`src/rtl/core/acr_pkg.sv`:
```
`timescale 1ns / 1ps
// shared types and constants of the random-replacement associative cache
// no dependencies
package acr_pkg;

	localparam int ADDR_W     = 32;
	localparam int DATA_W     = 64;
	localparam int BE_W       = 8;
	localparam int CMD_W      = 2;
	localparam int KIND_W     = 3;
	localparam int LINE_WORDS = 8;
	localparam int WORD_W     = 3;
	localparam int BYTE_OFF   = 3;
	localparam int LINE_SHIFT = BYTE_OFF + WORD_W;
	localparam int TAG_W      = ADDR_W - LINE_SHIFT;
	localparam int LFSR_W     = 16;
	localparam int CFG_DATA_W = 16;
	localparam int CFG_IDX_W  = 1;
	localparam int LIU_W      = 5;
	localparam logic [LFSR_W-1:0] LFSR_TAPS = 16'hB400;

	typedef enum logic [CMD_W-1:0] {
		CMD_READ  = 2'd0,
		CMD_WRITE = 2'd1,
		CMD_FILL  = 2'd2
	} cmd_e;

	typedef enum logic [KIND_W-1:0] {
		KIND_READ    = 3'd0,
		KIND_ACK     = 3'd1,
		KIND_BUSY    = 3'd2,
		KIND_LINEREQ = 3'd3,
		KIND_WB      = 3'd4
	} kind_e;

	typedef enum logic [CFG_IDX_W-1:0] {
		CFG_LINES_IN_USE = 1'b0,
		CFG_RANDOM_SEED  = 1'b1
	} cfg_reg_e;

	typedef enum logic [1:0] {
		RD_HIT,
		RD_PEND,
		RD_WB
	} rd_src_e;

	typedef enum logic [1:0] {
		OUT_SERVE,
		OUT_BUSY,
		OUT_LINEREQ,
		OUT_WB
	} out_sel_e;

	typedef enum logic [3:0] {
		S_IDLE,
		S_DECODE,
		S_BUSY,
		S_MISS,
		S_SERVE,
		S_ALLOC,
		S_DIVI,
		S_DIV,
		S_FIND,
		S_WB_RD,
		S_WB,
		S_FREE,
		S_COPY,
		S_SRV_RD
	} state_t;

	// controller to datapath
	typedef struct packed {
		logic     latch_req;
		logic     miss_start;
		logic     fill_push;
		logic     clr_pending;
		logic     lfsr_step;
		logic     div_init;
		logic     div_step;
		logic     scan_init;
		logic     scan_step;
		logic     victim_take;
		logic     slot_take;
		logic     k_init;
		logic     k_step;
		logic     mem_rd;
		rd_src_e  rd_src;
		logic     mem_merge;
		logic     copy_wr;
		logic     evict_commit;
		logic     install_commit;
		logic     out_load;
		out_sel_e out_sel;
		logic     out_last;
	} acr_cmd_t;

	// datapath to controller
	typedef struct packed {
		cmd_e req_cmd;
		logic cmd_valid;
		logic pending;
		logic hit;
		logic fill_last;
		logic need_evict;
		logic div_last;
		logic scan_hit;
		logic scan_free;
		logic k_last;
		logic srv_is_write;
		logic out_free;
	} acr_sts_t;

endpackage

```
`src/rtl/core/acr_ctrl.sv`:
```
`timescale 1ns / 1ps
// cache controller state machine
// depends on acr_pkg; drives acr_datapath through acr_cmd_t
module acr_ctrl import acr_pkg::*; (
	input  logic     clk,
	input  logic     arst_n,
	input  logic     in_valid,
	output logic     in_ready,
	input  acr_sts_t sts,
	output acr_cmd_t cmd
);

	state_t state_q, state_d;

	always_ff @(posedge clk or negedge arst_n) begin
		if (!arst_n) begin
			state_q <= S_IDLE;
		end else begin
			state_q <= state_d;
		end
	end

	// next state
	always_comb begin
		state_d = state_q;
		unique case (state_q)
			S_IDLE: begin
				if (in_valid) state_d = S_DECODE;
			end
			S_DECODE: begin
				if (!sts.cmd_valid) begin
					state_d = S_IDLE;
				end else if (sts.req_cmd == CMD_FILL) begin
					if (!sts.pending) state_d = S_IDLE;
					else if (sts.fill_last) state_d = S_ALLOC;
					else state_d = S_IDLE;
				end else if (sts.pending) begin
					state_d = S_BUSY;
				end else if (sts.hit) begin
					state_d = S_SERVE;
				end else begin
					state_d = S_MISS;
				end
			end
			S_BUSY, S_MISS, S_SERVE: begin
				if (sts.out_free) state_d = S_IDLE;
			end
			S_ALLOC: begin
				state_d = sts.need_evict ? S_DIVI : S_FREE;
			end
			S_DIVI: state_d = S_DIV;
			S_DIV: begin
				if (sts.div_last) state_d = S_FIND;
			end
			S_FIND: begin
				if (sts.scan_hit) state_d = S_WB_RD;
			end
			S_WB_RD: state_d = S_WB;
			S_WB: begin
				if (sts.out_free) state_d = sts.k_last ? S_FREE : S_WB_RD;
			end
			S_FREE: begin
				if (sts.scan_free) state_d = S_COPY;
			end
			S_COPY: begin
				if (sts.k_last) state_d = S_SRV_RD;
			end
			S_SRV_RD: state_d = S_SERVE;
			default: state_d = S_IDLE;
		endcase
	end

	// outputs
	always_comb begin
		cmd = '0;
		cmd.rd_src  = RD_HIT;
		cmd.out_sel = OUT_SERVE;
		in_ready = 1'b0;
		unique case (state_q)
			S_IDLE: begin
				in_ready      = 1'b1;
				cmd.latch_req = in_valid;
			end
			S_DECODE: begin
				if (sts.cmd_valid && sts.req_cmd == CMD_FILL) begin
					cmd.fill_push = sts.pending;
				end else if (sts.cmd_valid && !sts.pending && sts.hit) begin
					cmd.mem_rd = 1'b1;
					cmd.rd_src = RD_HIT;
				end
			end
			S_BUSY: begin
				cmd.out_load = sts.out_free;
				cmd.out_sel  = OUT_BUSY;
				cmd.out_last = 1'b1;
			end
			S_MISS: begin
				cmd.out_load   = sts.out_free;
				cmd.out_sel    = OUT_LINEREQ;
				cmd.out_last   = 1'b1;
				cmd.miss_start = sts.out_free;
			end
			S_SERVE: begin
				cmd.out_load  = sts.out_free;
				cmd.out_sel   = OUT_SERVE;
				cmd.out_last  = 1'b1;
				cmd.mem_merge = sts.out_free && sts.srv_is_write;
			end
			S_ALLOC: begin
				cmd.lfsr_step = sts.need_evict;
				cmd.scan_init = !sts.need_evict;
			end
			S_DIVI: cmd.div_init = 1'b1;
			S_DIV: begin
				cmd.div_step  = 1'b1;
				cmd.scan_init = sts.div_last;
			end
			S_FIND: begin
				cmd.victim_take = sts.scan_hit;
				cmd.k_init      = sts.scan_hit;
				cmd.scan_step   = !sts.scan_hit;
			end
			S_WB_RD: begin
				cmd.mem_rd = 1'b1;
				cmd.rd_src = RD_WB;
			end
			S_WB: begin
				cmd.out_load     = sts.out_free;
				cmd.out_sel      = OUT_WB;
				cmd.k_step       = sts.out_free;
				cmd.evict_commit = sts.out_free && sts.k_last;
				cmd.scan_init    = sts.out_free && sts.k_last;
			end
			S_FREE: begin
				cmd.slot_take = sts.scan_free;
				cmd.k_init    = sts.scan_free;
				cmd.scan_step = !sts.scan_free;
			end
			S_COPY: begin
				cmd.copy_wr        = 1'b1;
				cmd.k_step         = 1'b1;
				cmd.install_commit = sts.k_last;
				cmd.clr_pending    = sts.k_last;
			end
			S_SRV_RD: begin
				cmd.mem_rd = 1'b1;
				cmd.rd_src = RD_PEND;
			end
			default: ;
		endcase
	end

endmodule

```
`config.mk`:
```
export PLATFORM = sky130hd
export DESIGN_NAME = acr_ctrl
export DESIGN_NICKNAME = d
export VERILOG_FILES = /design/src/rtl/core/acr_pkg.sv /design/src/rtl/core/acr_ctrl.sv
export SDC_FILE = /design/constraint.sdc
export NUM_CORES = 1
export LEC_CHECK = 0
export ABC_CLOCK_PERIOD_IN_PS = 2200
export BUFFER_PORTS_ARGS = -buffer_cell sky130_fd_sc_hd__buf_2
export CORE_MARGIN = 4
export CORE_UTILIZATION = 43
export DETAILED_ROUTE_END_ITERATION = 10
export GPL_TIMING_DRIVEN = 1
export PLACE_DENSITY = 0.79
export SLEW_MARGIN = 0
export SYNTH_ARGS = -nofsm -noshare
export SYNTH_HDL_FRONTEND = slang
export SYNTH_SLANG_ARGS = --single-unit
```
`constraint.sdc`:
```
create_clock -name clk -period 2.2 [get_ports clk]
set_input_delay 0.33 -clock clk [delete_from_list [all_inputs] [get_ports clk]]
set_output_delay 0.33 -clock clk [all_outputs]
set_load 0.05 [all_outputs]
```
==> out/qor.yml <==
largest_register_ff_count: 4
clk_pin_slew_ps: 40
hold_violations: 0
setup_tns_ps: 0
critPathMaxFanout: 12
synth-seq-cells: 4
synthTopCellsByArea: "dfrtp_1 14%, nor2b_1 9.8%, and3_1 7.1%"
die_w_microns: 48.4
synth_fa_ha_area_frac: 0
cellPowerDensity_nw_per_um2: 1490
synth.area.mux_share: 0.0482
grt_pass1_vias: 829
ys.warnings.count: 0
gp_congestion: 0.884
clock-root-buffer: "clkbuf_4"
dp_hpwl_microns: 1870
io_pins: 41
yosys.cell_count.top_type: "nor2b_1"
yosysSeqAreaShare: 0.143
hold_path.class: "primary input to asynchronous set/reset pin"
placed_cells: 150
stdcell_area_sq_um: 1010
register_area_sq_um: 100
globalRouteOverflowTotal: 0
top_register: "state_q"
grt_usage: 0.202
static-leakage-power_nw: 0.540
synthXorXnorAreaFrac: 0
h-tree-depth: 1
cts_resized: 0
fp.coreArea_sq_um: 1520
setup_viol: 0
finalCoreUtilization: 0.660
areaGrowthSynthToFinish_pct: 43.6
rsz0062_at_grt: "no"
antenna_found_initial: 0
skew_ps: 3.89
route.detailed.drc: 0
clkSinkCount: 4
endpoint: "cmd[12]"
netlist.area_leader.share: 0.143
n_fill_cell: 139
viasPerCell: 5.79
fmaxAchievable_mhz: 479
r2r_cells: 5
synth-main-ff-cell: "dfrtp_1"
synth-async-reset-ratio: 1.00
wirelength_microns: 2340
r2r_end: "state_q[2]"
end_kind: "primary output"
reg.largest.list: "state_q (4)"
drive_above_1_share: 0.464
startpoint: "state_q[1]"
wire_per_inst_microns: 15.2
synth_common_cells: "11 x nor2b_1, 8 x and3_1, 7 x and2_1"
netlist_instances: 93
power_mw: 1.50
maxCapViolations: 0
final_cells: 154
diodes: 0
drtPass1Iterations: 4
drv_slew: 0
die_area_sq_um: 2340
ant_nets: 0
yosysUniqueCellTypes: 41
clk_latency_ps: 230
synth_area_sq_um: 701
nNetsFinal: 156
numPortBuffers: 40
period_needed_ps: 2090
worst_slew_pin_slew_ps: 374
drtIter0Drc: 28
placed_cell_area_sq_um: 973
crit_arrival_ps: 1760
worstSetupPathType: "register to primary output"
grt_max_degree: 17
ir_worst_vdd_v: 0.000874
cts.path.max_buffers: 2
grt_pass1_wl_microns: 3860
r2r_start: "state_q[1]"
cp.required_ps: 1870
syn-num-nets: 109
dieHeight_microns: 48.4
cts_tree: "yes"
netlist.top_cell.by_area: "dfrtp_1"
synthSimpleGateAreaFrac: 0.468
startpoint_type: "register"
status: "finished clean"
rrSetupSlack_ps: 250
synth_area_per_cell_sq_um: 7.53
numCtsBuffers: 3
initial_core_util: 0.460
synth_edf_count: 0
row_count: 14
synth_compound_area_frac: 0.268
relSlewSlack: 0.751
min_period_over_period: 0.950
via_count: 892
synth_top_family_by_area: "simple AND/OR/NAND/NOR gates"
multiInputGateArea_sq_um: 578
## area by class of cell
| cell class | instances | share of cell area |
|---|---|---|
| clock buffers | 3 | 0.0224 |
| inverters | 2 | 0.00746 |
| multi-input cells | 79 | 0.575 |
| flip-flops and latches | 4 | 0.0995 |
| well taps | 16 | 0.0199 |
| repair buffers | 50 | 0.276 |
## worst max-delay path: stages (launching register included)
cell and delay [ps]:
dfrtp_1 560, nor2_1 140, buf_4 180, and3_1 180
or2_2 260, buf_2 210
## metrics by stage
stage	worst slack [ps]	hold slack, ps
after detailed placement	259	139
after global placement	323	136
final	111	437
after CTS	124	398
after floorplan	-68.4	34.4
after global routing	16.7	435
## power by group
| group | internal, mW | switching (mW) | leakage [nW] |
|---|---|---|---|
| logic | 0.440 | 0.814 | 0.478 |
| clock network | 0.0609 | 0.0281 | 0.0138 |
| registers | 0.108 | 0.0457 | 0.0483 |
## how the worst min path moves through the flow
stage / start / endpoint / cells after the start / slack, ps
floorplan: arst_n / state_q[0] / 0 / 30
global placement: arst_n / state_q[0] / 1 / 140
detailed placement: arst_n / state_q[2] / 1 / 140
CTS: sts[5] / state_q[3] / 3 / 400
global route: sts[5] / state_q[3] / 3 / 430
finish: arst_n / state_q[0] / 2 / 440
## placed cells by master, fill, tap and decap left out, types with 2 or more instances in the layout
master	count
a21oi_1	5
buf_2	40
and2_1	6
buf_4	9
o21a_1	2
dfrtp_1	4
o21ai_0	4
nor3b_1	2
and3_1	7
nand4b_1	2
clkbuf_4	3
nor2b_1	11
mux2_2	3
inv_1	2
nand2_1	4
nand2b_1	4
nor2_1	4
## kinds of logic (layout without fill, tap and decap cells)
logic type | Yosys count | after routing
muxes | 3 | 3
DFF | 4 | 4
AOI/OAI and AO/OA | 23 | 23
buffers and inverters | 10 | 55
and+or+nand+nor | 53 | 53
## layer usage
metal | up-vias | track usage | wire [microns]
met5 | - | 0 | 0
met4 | 0 | 0.0691 | 23
met3 | 2 | 0.0215 | 145
met2 | 31 | 0.352 | 1210
met1 | 425 | 0.253 | 953
li1 | 434 | - | -
## what timing repair did
action,CTS,global route
endpoints found under the hold margin,4,0
hold buffers,1,0
setup buffers,0,0
No activity file was read; power rests on OpenSTA's default activity.
